<file path="src/design/qcc_pkg.sv">
package qcc_pkg;

  // Defaults for the top-level parameters
  localparam int DEF_CHANNELS    = 3;
  localparam int DEF_COUNT_WIDTH = 32;

  // Command codes
  localparam logic [7:0] CMD_READ    = 8'h05;
  localparam logic [7:0] CMD_ECHO    = 8'h06;
  localparam logic [7:0] CMD_CLEAR   = 8'h07;
  localparam logic [7:0] CMD_RESTART = 8'h08;

  // Reply bytes
  localparam logic [7:0] FRAME_START   = 8'd170;
  localparam logic [7:0] FRAME_END     = 8'd169;
  localparam logic [7:0] REPLY_UNKNOWN = 8'hFF;

  // Counter value after reset, cut to the counter width at use
  localparam logic [63:0] RESET_PATTERN = 64'h0000_0000_CCCC_CCCC;

  // Input item kinds
  localparam logic MODE_EDGE    = 1'b0;
  localparam logic MODE_COMMAND = 1'b1;

endpackage

</file>
<file path="src/design/quadrature_counter_command_port.sv">
// An edge transaction updates its counter at the accepting clock edge; a reply's first
//   byte is registered once busy is set and the output is free. One input transaction per
//   cycle while in_ready is high; a read frame leaves at one byte per cycle while out_ready
//   is high; a command with a reply waits until the current reply's last byte is loaded.
// Reset (rst_n, synchronous, active low): counters load 0xCCCCCCCC, reply logic goes idle.
module quadrature_counter_command_port #(
  parameter int CHANNELS    = qcc_pkg::DEF_CHANNELS,
  parameter int COUNT_WIDTH = qcc_pkg::DEF_COUNT_WIDTH
) (
  input  logic       clk,
  input  logic       rst_n,

  input  logic       in_valid,
  output logic       in_ready,
  input  logic       in_mode,
  input  logic [1:0] in_channel,
  input  logic       in_edge_on_b,
  input  logic       in_level_a,
  input  logic       in_level_b,
  input  logic [7:0] in_command,

  output logic       out_valid,
  input  logic       out_ready,
  output logic [7:0] out_data_byte,
  output logic       out_last
);
  import qcc_pkg::*;

  // Frame layout: start byte, COUNT_BYTES per channel (LSB first), end byte
  localparam int COUNT_BYTES = (COUNT_WIDTH + 7) / 8;
  localparam int SNAP_W      = CHANNELS * COUNT_BYTES * 8;
  localparam int TOTAL       = CHANNELS * COUNT_BYTES + 2;
  localparam int CNT_W       = $clog2(TOTAL + 1);

  typedef logic [COUNT_WIDTH-1:0] count_t;

  // ---------------------------------------------------------------------------
  // Handshake
  // A command that answers can only start when the reply sequencer is free,
  // or in the cycle its last byte moves into the output register.
  // Edges, clear and restart never produce bytes and are always taken.
  // ---------------------------------------------------------------------------
  logic busy_r;
  logic in_fire;
  logic silent_cmd;
  logic seq_done;

  assign silent_cmd = (in_command == CMD_CLEAR) || (in_command == CMD_RESTART);
  assign in_ready   = !busy_r || seq_done || (in_mode == MODE_EDGE) || silent_cmd;
  assign in_fire    = in_valid && in_ready;

  // ---------------------------------------------------------------------------
  // Position counters
  // A edge: down when A == B. B edge: down when A != B.
  // ---------------------------------------------------------------------------
  count_t count_r   [CHANNELS];
  count_t count_nxt [CHANNELS];
  logic   down;

  assign down = in_edge_on_b ^ (in_level_a == in_level_b);

  always_comb begin
    for (int i = 0; i < CHANNELS; i++) begin
      count_nxt[i] = count_r[i];
      if (in_fire && (in_mode == MODE_EDGE) && (32'(in_channel) == i)) begin
        count_nxt[i] = down ? count_r[i] - 1'b1 : count_r[i] + 1'b1;
      end
      if (in_fire && (in_mode == MODE_COMMAND) && (in_command == CMD_CLEAR)) begin
        count_nxt[i] = '0;
      end
    end
  end

  always_ff @(posedge clk) begin
    if (!rst_n) begin
      for (int i = 0; i < CHANNELS; i++) begin
        count_r[i] <= COUNT_WIDTH'(RESET_PATTERN);
      end
    end else begin
      for (int i = 0; i < CHANNELS; i++) begin
        count_r[i] <= count_nxt[i];
      end
    end
  end

  // ---------------------------------------------------------------------------
  // Command decode
  // Read snapshots every counter so later edges do not disturb the frame.
  // ---------------------------------------------------------------------------
  logic             start_read;
  logic             start_single;
  logic [7:0]       single_byte;
  logic [SNAP_W-1:0] snapshot;

  always_comb begin
    start_read   = 1'b0;
    start_single = 1'b0;
    single_byte  = REPLY_UNKNOWN;
    if (in_fire && (in_mode == MODE_COMMAND)) begin
      case (in_command)
        CMD_READ:    start_read = 1'b1;
        CMD_ECHO: begin
          start_single = 1'b1;
          single_byte  = CMD_ECHO;
        end
        CMD_CLEAR:   ;
        CMD_RESTART: ;
        default: begin
          start_single = 1'b1;
          single_byte  = REPLY_UNKNOWN;
        end
      endcase
    end
  end

  always_comb begin
    for (int i = 0; i < CHANNELS; i++) begin
      snapshot[i*COUNT_BYTES*8 +: COUNT_BYTES*8] = (COUNT_BYTES*8)'(count_r[i]);
    end
  end

  // ---------------------------------------------------------------------------
  // Reply sequencer and output register
  // cnt_r counts bytes still to send; snap_r shifts one byte per counter byte.
  // ---------------------------------------------------------------------------
  logic [CNT_W-1:0]  cnt_r;
  logic              is_read_r;
  logic [7:0]        single_r;
  logic [SNAP_W-1:0] snap_r;
  logic              out_valid_r;
  logic [7:0]        out_data_byte_r;
  logic              out_last_r;

  logic              load;
  logic [7:0]        byte_nxt;
  logic              last_nxt;
  logic              at_start;
  logic              at_end;

  assign load     = busy_r && (!out_valid_r || out_ready);
  assign at_start = (cnt_r == CNT_W'(TOTAL));
  assign at_end   = (cnt_r == CNT_W'(1));
  assign seq_done = load && at_end;

  always_comb begin
    last_nxt = at_end;
    if (!is_read_r) begin
      byte_nxt = single_r;
      last_nxt = 1'b1;
    end else if (at_start) begin
      byte_nxt = FRAME_START;
    end else if (at_end) begin
      byte_nxt = FRAME_END;
    end else begin
      byte_nxt = snap_r[7:0];
    end
  end

  always_ff @(posedge clk) begin
    if (!rst_n) begin
      busy_r      <= 1'b0;
      out_valid_r <= 1'b0;
    end else begin
      if (load) begin
        out_valid_r <= 1'b1;
      end else if (out_ready) begin
        out_valid_r <= 1'b0;
      end
      if (start_read || start_single) begin
        busy_r <= 1'b1;
      end else if (seq_done) begin
        busy_r <= 1'b0;
      end
    end
  end

  // Payload, no reset needed; a new reply start overrides the last-byte step
  always_ff @(posedge clk) begin
    if (start_read || start_single) begin
      cnt_r     <= start_read ? CNT_W'(TOTAL) : CNT_W'(1);
      is_read_r <= start_read;
      single_r  <= single_byte;
      snap_r    <= snapshot;
    end else if (load) begin
      cnt_r <= cnt_r - 1'b1;
      if (is_read_r && !at_start && !at_end) begin
        snap_r <= snap_r >> 8;
      end
    end
    if (load) begin
      out_data_byte_r <= byte_nxt;
      out_last_r      <= last_nxt;
    end
  end

  assign out_valid     = out_valid_r;
  assign out_data_byte = out_data_byte_r;
  assign out_last      = out_last_r;

endmodule
</file>
<file path="config.mk">
export PLATFORM = sky130hd
export DESIGN_NAME = quadrature_counter_command_port
export DESIGN_NICKNAME = d
export VERILOG_FILES = /design/src/design/qcc_pkg.sv /design/src/design/quadrature_counter_command_port.sv
export SDC_FILE = /design/constraint.sdc
export NUM_CORES = 1
export LEC_CHECK = 0
export BUFFER_PORTS_ARGS = -buffer_cell sky130_fd_sc_hd__buf_2
export CAP_MARGIN = 20
export CORE_MARGIN = 2
export CORE_UTILIZATION = 40
export DETAILED_ROUTE_END_ITERATION = 8
export HOLD_SLACK_MARGIN = 0.03
export REMOVE_ABC_BUFFERS = 1
export SLEW_MARGIN = 20
export SYNTH_ARGS = -nofsm -noshare
export SYNTH_HDL_FRONTEND = slang
export SYNTH_SLANG_ARGS = --single-unit
</file>
<file path="constraint.sdc">
create_clock -name clk -period 11.89 [get_ports clk]
set_clock_uncertainty 0.15 [all_clocks]
set_input_delay 1.7835 -clock clk [delete_from_list [all_inputs] [get_ports clk]]
set_output_delay 1.7835 -clock clk [all_outputs]
set_load 0.1 [all_outputs]
</file>
Yosys cells after proc, flatten, opt, wreduce, memory -nomap -nowiden
Memories as Yosys holds them, arrays and structs flattened.
Cells that the tools add are included.

operators by class
  add/subtract/negate cells = 7
  eq/ne operators = 9
  mux-type cells = 32
  bitwise operators = 5
  reductions and logical operators = 28

operators by type and width
  operator               count
  $mux 32                12
  $mux 96                3
  $add 32x1->32 const B  3
  $sub 32x1->32 const B  3
  $mux 8                 4
  $eq 8x3->1 const B     3
  $mux 4                 3
  $logic_and 1x1->1      11
  $mux 1                 10
  $eq 8x4->1 const B     1
  $reduce_bool 2->1      4
  $logic_or 1x1->1       6
  $eq 4x1->1 const B     1
  $eq 4x4->1 const B     1
  $logic_not 1->1        4
  $sub 4x1->4 const B    1
  $or 1x1->1             3
  $reduce_or 3->1        1
  $eq 2x1->1 const B     1
  $eq 2x2->1 const B     1
  $logic_not 2->1        1
  $reduce_and 2->1       1
  $eq 1x1->1             1
  $not 1->1              1
  $xor 1x1->1            1

word-level totals
  bits in registers = 120
  bits in writable memories = 96
  output and inout bits = 11
  memories kept = 1

memory list
  memory   depth  bits a word  read ports  clocked after Yosys merged registers in  wr ports  RTL line                               source
  count_r  3      32           3           0                                        3         quadrature_counter_command_port.sv:56  count_t count_r [CHANNELS];

Logic depth before layout (Yosys ltp)
Gate-level depths: netlist of the first run.

  word-level depth = 13
  mapped depth = 15
  depth with buffers taken out = 14

Least setup slack after synthesis of the first run
Ideal clock, no wire load.

  kind = input to register
  start point = in out_ready
  end point = reg snap_r[0], enable pin
  arrival time = 8738 ps
  required time = 11057 ps
  slack = 2319 ps
  stages = 3
  path through = nor2b_1 -> nand2b_1 -> o21ai_0

on the way
  cells in the longest elaborated chain, start to end = 12
  elaborated cells on any way between the ends = 14

RTL lines
  item                                 RTL line                                source
  from (decl)                          quadrature_counter_command_port.sv:23   input logic out_ready,
  $logic_or 1x1->1 *                   quadrature_counter_command_port.sv:140  assign load = busy_r && (!out_valid_r || out_ready);
  $logic_and 1x1->1 *                  quadrature_counter_command_port.sv:140
  $logic_and 1x1->1                    quadrature_counter_command_port.sv:143  assign seq_done = load && at_end;
  $logic_or 1x1->1 (3 in series)       quadrature_counter_command_port.sv:49   assign in_ready = !busy_r || seq_done || (in_mode == MODE_EDGE) || silent_cmd;
  $logic_and 1x1->1                    quadrature_counter_command_port.sv:50   assign in_fire = in_valid && in_ready;
  $logic_and 1x1->1                    quadrature_counter_command_port.sv:99   if (in_fire && (in_mode == MODE_COMMAND)) begin
  $mux 1                               quadrature_counter_command_port.sv:99
  $logic_or 1x1->1                     quadrature_counter_command_port.sv:179  if (start_read || start_single) begin
  $reduce_bool 2->1 (no source line)   -
  $reduce_and 2->1 (no source line) *  -
  to (signal assigned)                 quadrature_counter_command_port.sv:183  snap_r <= snapshot;
  to (signal assigned)                 quadrature_counter_command_port.sv:187  snap_r <= snap_r >> 8;
  to (decl)                            quadrature_counter_command_port.sv:129  logic [SNAP_W-1:0] snap_r;

Every way passes the cells marked *; elsewhere a longest branch is shown, timed or not.
A chain may end at the register's enable or synchronous reset.

==> qor.yml, run 1 <==
status: "completed"
ys_seq_elements: 209
hold-worst-slack_ps: 321
vias: 10800
layout_common_cells: "381 x nand2_1, 129 x a21oi_1, 111 x edfxtp_1"
period_minus_slack_ps: 6280
final_core_utilization: 0.451
root_buffer: "clkbuf_16"
rsz0062_at_grt: "false"
place_inst: 1876
drv_cap: 0
layout-drive-gt1-share: 0.0670
worst_ep_arrival_time_ps: 6560
cpPeakStageDelay_ps: 650
htreeDepth: 1
via_per_inst: 5.61
cp_num_buf_inv: 3
synth_cells: 1501
critPathLaunchType: "input pin"
portBuffers: 28
synthDistinctLibCells: 74
finalMaxSlewViolations: 0
fmax_ghz: 0.159
layout_setup_ws_ps: 5610
initial_core_util: 0.407
core_area_sq_um: 31700
die_height_um: 184
detailed_place_hpwl_um: 21700
first_iter_violations: 692
post_cts_buffers: 0
overflow: 0
drc: 0
worst_slew_pin_slew_ps: 1050
synth-main-ff-cell: "edfxtp_1"
fp.dieW_um: 184
grtUsageTotal: 0.194
pre_cts_ws_ps: 5140
clk_pin_slew_ps: 60
power.leakage_nw: 5.85
layout_commonest_cell: "nand2_1"
cts_tree: "built"
yosysSeqAreaShare: 0.410
fin_cells: 1924
placed_area_sq_um: 13500
cts_buffers: 26
ant_nets: 0
grt_pass1_wl_um: 53500
critPathMaxFanout: 55
slew_headroom: 0.302
path_delay_family: "compound AO/OA/AOI/OAI gates"
cts_hold_buf: 0
routabilityCongestion: 0.880
nets: 1622
ir_worst_vdd_v: 0.000101
dieArea_sq_um: 33800
finalHoldViolCount: 0
worstPathCellList: "buf_2 > xnor2_1 > xor2_4 > buf_4 > buf_4 > ha_1 > a21oi_1 > o22ai_1 > a31oi_1 > o21ai_0 > a41oi_1 > o21a_1 > o21ai_0 > o41ai_1 > mux2i_1 > nand2_1"
min_path_type: "reg -> reg"
ys_warn_count: 0
grt_max_degree: 89
clock_latency_ps: 540
synth_edf_count: 111
ios: 29
stdcell_area_sq_um: 14300
grt_pass1_vias: 10298
nFillCells: 3107
fp-row-count: 65
required_ps: 12170
syn_avg_cell_area_sq_um: 8.61
n_antenna_cell: 0
async_flop_share: 0
setup_viol_count_final: 0
cts_buffer_depth: 3
first_pass_iters: 5
antenna_found_initial: 0
synth_area_sq_um: 12900
cpMaxStageDelayCell: "buf_4"
finalCritPeriodShare: 0.528
post_drt_wl_per_cell_um: 17.0
critical_path_class: "in -> reg"
power_density_nw_per_um2: 159
wl_um: 32800
post_cts_resized: 0
worstSetupEndpointType: "flop"
p_total_mw: 2.28
cts.sink_count: 209
area_growth_syn_to_layout_pct: 10.7
setup_tns_ps: 0
==> metal layers <==
layer | share of wire | track usage | vias to the layer above | routed length (um)
met4 | 0.018 | 0.0525 | 0 | 584
met3 | 0.037 | 0.0246 | 38 | 1200
met5 | 0 | 0 | - | 0
li1 | - | - | 5409 | -
met1 | 0.49 | 0.272 | 5154 | 16000
met2 | 0.46 | 0.315 | 199 | 15000
==> flip-flops by register name (all words and copies together), names as in the netlist <==
register       count
cnt_r              4
busy_r             1
snap_r            96
out_valid          1
out_data_byte      8
count_r           96
single_r           1
out_last           1
is_read_r          1
==> cell usage after synthesis, drive strengths merged, types with 3 or more instances <==
cell,instances,area [sq um]
o21ai,101,509
edfxtp,111,3330
o31a,4,36.3
mux2i,3,30.0
xor2,27,236
inv,27,101
nand4,15,93.8
o211ai,6,45.0
dfxtp,98,1960
a221o,21,213
clkbuf,61,229
xnor2,51,447
buf,6,23.8
a31oi,32,200
o31ai,4,30.0
nand2,383,1440
nor3,10,50.1
o21bai,9,67.6
a41oi,4,35.0
o311ai,4,35.0
and3,24,150
a21o,41,309
nand3,31,155
ha,99,1240
a211oi,15,118
nand3b,5,37.5
nor2b,23,144
and2,10,62.6
nor3b,3,22.5
o21a,13,97.6
nor2,64,240
o22a,5,43.8
fa,3,60.1
nand2b,13,81.3
or3,8,50.1
o22ai,3,18.8
a21oi,129,646
==> where the power goes <==
group / switching [mW] / leakage (nW) / internal, mW
sequential: 0.0236 / 1.84 / 0.815
clock: 0.319 / 0.411 / 0.472
combinational: 0.395 / 3.60 / 0.254
==> layout make-up <==
cell class                      count  area, sq um  area share
Multi-Input combinational cell   1198         7330       0.512
Sequential cell                   209         5300       0.370
Clock buffer                       37          733      0.0513
Tap cell                          402          503      0.0352
Timing Repair Buffer               40          230      0.0161
Clock inverter                     11          113     0.00787
Inverter                           27          101     0.00709
==> cell families after synthesis <==
family / after synthesis / synth area share
AND/OR/NAND/NOR: 599 / 0.202
AO/OA/AOI/OAI: 415 / 0.205
flip-flops: 209 / 0.410
adder cells (fa/ha/maj): 102 / 0.100
buffers and inverters: 94 / 0.0274
XOR/XNOR: 78 / 0.0529
multiplexers: 4 / 0.00319
==> tightest hold or removal path, delay by kind of cell, from the launching register on <==
kind / cells / cell delay [ps]
AOI/OAI and AO/OA: 1 / 50
DFF: 1 / 320
and+or+nand+nor: 1 / 60
==> worst paths after layout <==
path / slack, ps / cells after the start / end / startpoint
worst max-delay path: 5610 / 16 / count_r[0][61] / in_level_b
worst min-delay path: 320 / 2 / count_r[0][92] / count_r[0][92]
worst max register to register: 7890 / 8 / snap_r[60] / cnt_r[1]
worst min register to register: 320 / 2 / count_r[0][92] / count_r[0][92]
Note: power is estimated with default switching activity, not from simulation.
==> inputs of run 2 (changes only) <==
ABC_AREA = 1   (was not set)
clock period = 5.95 ns   (was 11.89 ns; I/O delays follow)
==> run 2 against run 1 <==
Worst setup slack got worse by 3700 ps. Core utilization down 0.72 points. Power is 98% higher. Largest power group unchanged. Critical path type unchanged. Synthesized cell count up 63%. Global-route usage increased by 1.6 points. Non-clock buffer count fell by 2. Routed wire length up 30%. Via count increased by 34%. Sequential cell count stayed put. Area after synthesis up 20%.
==> qor.yml, run 2 <==
finalMaxSlewViolations: 0
die_height_um: 201
core_area_sq_um: 38500
cts_hold_buf: 0
first_pass_iters: 5
cts_tree: "built"
root_buffer: "clkbuf_16"
grt_max_degree: 97
antenna_found_initial: 0
setup_viol_count_final: 0
required_ps: 6200
ys_seq_elements: 209
vias: 14508
detailed_place_hpwl_um: 31200
ys_warn_count: 0
power.switching_mw: 1.49
synth_top_area_frac: 0.243
ir_worst_vdd_v: 0.000217
yosysSeqAreaShare: 0.341
power.leakage_nw: 9.18
synth_area_leaders: "nand2_1 24%, edfxtp_1 21%, dfxtp_1 13%"
initial_core_util: 0.404
ios: 29
power.clock.fraction: 0.368
slew_headroom: 0.359
worst_ep_arrival_time_ps: 4300
area_growth_syn_to_layout_pct: 9.88
routabilityCongestion: 0.941
syn_avg_cell_area_sq_um: 6.33
nFillCells: 4037
post_drt_wl_per_cell_um: 14.1
stdcell_area_sq_um: 17100
n_antenna_cell: 0
post_cts_buffers: 0
multi_input_area_sq_um: 8430
grtUsageTotal: 0.210
fmax_ghz: 0.247
critical_path_class: "in -> reg"
clk_pin_slew_ps: 60
htreeDepth: 1
layout_commonest_cell: "nand2_1"
yosysMostFrequentCell: "nand2_1"
status: "completed"
synth_edf_count: 111
worst_slew_pin_slew_ps: 961
worstSetupEndpointType: "flop"
clock_latency_ps: 540
swShare: 0.329
dieArea_sq_um: 40400
first_iter_violations: 1044
period_minus_slack_ps: 4050
power_density_nw_per_um2: 265
rsz0062_at_grt: "false"
critPathLaunchType: "input pin"
yosys-top-cells-count: "1006 x nand2_1, 413 x inv_1, 221 x nor2_1"
fp-row-count: 72
synth_area_sq_um: 15500
synth_cells: 2454
finalCritPeriodShare: 0.680
finalHoldViolCount: 0
overflow: 0
cts.sink_count: 209
via_per_inst: 4.82
grt_pass1_wl_um: 69100
cts_buffers: 25
ant_nets: 0
nets: 2592
power_frac_comb: 0.261
portBuffers: 28
yosysTopAreaCell: "nand2_1"
cts_buffer_depth: 3
drc: 0
layout-drive-gt1-share: 0.0542
register_area_sq_um: 5300
layout_common_cells: "1006 x nand2_1, 412 x inv_1, 221 x nor2_1"
post_cts_resized: 0
wl_um: 42600
pwr-share-seq: 0.371
placed_area_sq_um: 16200
drv_cap: 0
async_flop_share: 0
p_total_mw: 4.52
synth-main-ff-cell: "edfxtp_1"
synthDistinctLibCells: 37
fp.dieW_um: 201
intPower_mw: 3.03
grt_pass1_vias: 13724
min_path_type: "reg -> reg"
critPathMaxFanout: 47
run 2: layer usage:
metal  global-route usage  wire, um
met1                0.277     19600
met2                0.363     19500
met3               0.0211      2090
met4               0.0656      1350
met5                    0         0
run 2: power groups by stage:
stage	Sequential, mW	Clock (mW)	Combinational [mW]
final	1.68	1.66	1.18
after global routing	1.69	1.75	1.35
after CTS	1.68	1.70	1.18
after detailed placement	1.71	0	1.17
after global placement	1.71	0	1.16
after floorplan	1.73	0	0.851
run 2: layout make-up:
cell class,count,area share
Multi-Input combinational cell,1777,0.494
Sequential cell,209,0.310
Inverter,421,0.0928
Clock buffer,33,0.0402
Tap cell,518,0.0380
Timing Repair Buffer,38,0.0133
Clock inverter,13,0.0117
run 2: logic make-up after synthesis:
kind of cell	count (synthesis)	share of synthesized area
xor+xnor	21	0.0118
compound gates	129	0.0433
buf+inv	468	0.118
simple gates	1525	0.402
flops	209	0.341
fa+ha+maj	102	0.0836
run 2: path summary, 6_finish.rpt:
check	slack (ps)	depth (start not counted)	from	to
setup reg to reg	2810	10	cnt_r[0]	snap_r[80]
setup / recovery	1900	18	in_level_a	count_r[0][14]
hold / removal	340	2	count_r[0][0]	count_r[0][0]
hold reg to reg	340	2	count_r[0][0]	count_r[0][0]
run 2: worst max-delay path, stage by stage:
cell	delay (ps)
buf_2	100
inv_1	40
nand2_1	50
nand2_1	60
nand2_1	40
nand2_1	470
clkinv_2	450
buf_4	450
ha_1	430
nand2_1	150
inv_1	50
a21oi_1	190
nand2_1	130
nand2_1	90
nand2_1	180
or2_2	320
nand3_1	60
nand3_1	70
run 2: metrics by stage:
| step | cells | setup slack (ps) | hold slack (ps) | util | TNS (ps) |
|---|---|---|---|---|---|
| after detailed placement | 2963 | 1450 | 330 | 0.421 | 0 |
| after global routing | 3009 | 1630 | 360 | 0.444 | 0 |
| final | 3009 | 1900 | 338 | 0.444 | 0 |
| after CTS | 3009 | 2020 | 339 | 0.444 | 0 |
| after floorplan | 2407 | -570 | 307 | - | -54710 |
| after global placement | 2963 | 1510 | 320 | 0.421 | 0 |
==> inputs of run 3 (changes only) <==
clock period = 3.7 ns   (was 5.95 ns; I/O delays follow)
==> run 3 against run 2 <==
Power up 59%. Global-route usage up 0.26 points. Non-clock buffer count up 11. Sequential share of layout area down 0.19 points. Sequential power up 61%. Combinational power up 63%. Largest cell class unchanged. Critical path depth down 10. Via count up 0.70%.
==> qor.yml, run 3 (synthesized netlist as in run 2, its figures left out) <==
nets: 2603
p_total_mw: 7.17
ant_nets: 0
intPower_mw: 4.78
vias: 14610
post_cts_resized: 0
die_height_um: 201
pwr-share-seq: 0.376
core_area_sq_um: 38500
crit_top_cell: "inv_1"
root_buffer: "clkbuf_16"
layout_commonest_cell: "nand2_1"
min_to: "out_valid"
power.switching_mw: 2.40
finalHoldViolCount: 0
register_area_sq_um: 5300
slew_headroom: 0.310
period_minus_slack_ps: 2950
grt_max_degree: 92
initial_core_util: 0.404
power.leakage_nw: 9.22
worstPathCellList: "inv_1 > ha_1 > nand3_1 > nand2_1 > nor2_1 > inv_1 > o21ai_4 > buf_4"
min_from: "out_ready"
r2r_end: "snap_r[4]"
post_drt_wl_per_cell_um: 14.2
drc: 0
worstSetupEndpointType: "flop"
cts_buffers: 25
area_growth_syn_to_layout_pct: 10.6
power_frac_comb: 0.268
r2r_cells: 8
dieArea_sq_um: 40400
n_antenna_cell: 0
met3_length_um: 2060
power.clock.fraction: 0.356
cts_buffer_depth: 3
ir_worst_vdd_v: 0.000320
overflow: 0
fin_cells: 3020
layout-drive-gt1-share: 0.0564
via_per_inst: 4.84
htreeDepth: 1
cts_hold_buf: 0
path_delay_family: "compound AO/OA/AOI/OAI gates"
fp-row-count: 72
fp.dieW_um: 201
finalMaxSlewViolations: 0
swShare: 0.334
portBuffers: 28
dr_wl_met2_um: 19600
min_path_type: "in -> reg"
cpMaxStageDelayCell: "o21ai_4"
required_ps: 3780
setup_viol_count_final: 0
grt_pass1_wl_um: 70700
first_pass_iters: 5
critPathMaxFanout: 28
drv_cap: 0
nFillCells: 4053
met1_length_um: 20200
clock_latency_ps: 540
grt_pass1_vias: 13908
multi_input_area_sq_um: 8430
reg2reg_slack_ps: 750
cpPeakStageDelay_ps: 820
antenna_found_initial: 0
worst_slew_pin_slew_ps: 1030
critical_path_class: "reg -> reg"
routabilityCongestion: 0.909
ios: 29
wl_um: 42900
detailed_place_hpwl_um: 32000
hold_depth: 4
place_inst: 2974
post_cts_buffers: 0
layout_common_cells: "1006 x nand2_1, 412 x inv_1, 221 x nor2_1"
cts.sink_count: 209
timing.rr.start: "cnt_r[0]"
first_iter_violations: 917
worst_ep_arrival_time_ps: 3030
cts_tree: "built"
status: "completed"
top_layer: "met4"
fmax_ghz: 0.339
critPathLaunchType: "flop"
grtUsageTotal: 0.213
cp_num_buf_inv: 3
finalCritPeriodShare: 0.798
power_density_nw_per_um2: 418
clk_pin_slew_ps: 60
rsz0062_at_grt: "false"
## run 3: worst max-delay path by stage
| stage | depth (start not counted) | startpoint | to |
|---|---|---|---|
| final | 8 | cnt_r[0] | snap_r[4] |
| after global routing | 8 | cnt_r[0] | snap_r[12] |
| after CTS | 8 | cnt_r[0] | snap_r[12] |
| after detailed placement | 17 | in_level_a | count_r[0][15] |
| after global placement | 17 | in_level_a | count_r[0][15] |
| after floorplan | 5 | out_valid | snap_r[0] |
## run 3: layer usage
layer / GRT usage / vias up
met5: 0 / -
met4: 0.0540 / 0
met3: 0.0231 / 65
met2: 0.362 / 343
met1: 0.288 / 6572
li1: - / 7630
## run 3: power groups by stage
| stage | Combinational [mW] | Clock, mW | Sequential, mW |
|---|---|---|---|
| 2_1_floorplan | 1.37 | 0 | 2.78 |
| 3_3_place_gp | 1.88 | 0 | 2.75 |
| 3_5_place_dp | 1.91 | 0 | 2.75 |
| 4_1_cts | 1.92 | 2.61 | 2.70 |
| 5_1_grt | 2.20 | 2.69 | 2.71 |
| 6_report | 1.92 | 2.55 | 2.70 |
## run 3: worst reg2reg max path, cell delays in order (launching register included)
cell and delay (ps):
edfxtp_1 390, inv_1 100, ha_1 210, nand3_1 110, nand2_1 80, nor2_1 240
inv_1 190, o21ai_4 820, buf_4 380
## run 3: final cells by class
| class | count | share of cell area |
|---|---|---|
| clock inverter | 14 | 0.0105 |
| inverter | 421 | 0.0922 |
| multi-input combinational | 1777 | 0.491 |
| clock buffer | 32 | 0.0380 |
| sequential | 209 | 0.308 |
| timing repair buffer | 49 | 0.0224 |
| tap | 518 | 0.0377 |
## run 3: metrics by stage
stage / hold WS [ps] / cell area (sq um) / setup TNS (ps) / utilization / worst slack (ps)
final: 205 / 17200 / 0 / 0.446 / 748
after global routing: 203 / 17200 / 0 / 0.446 / 559
after CTS: 180 / 17200 / 0 / 0.446 / 701
after detailed placement: 324 / 16300 / 0 / 0.425 / 446
after global placement: 320 / 16300 / 0 / 0.425 / 437
after floorplan: 307 / 15300 / -300600 / - / -2710
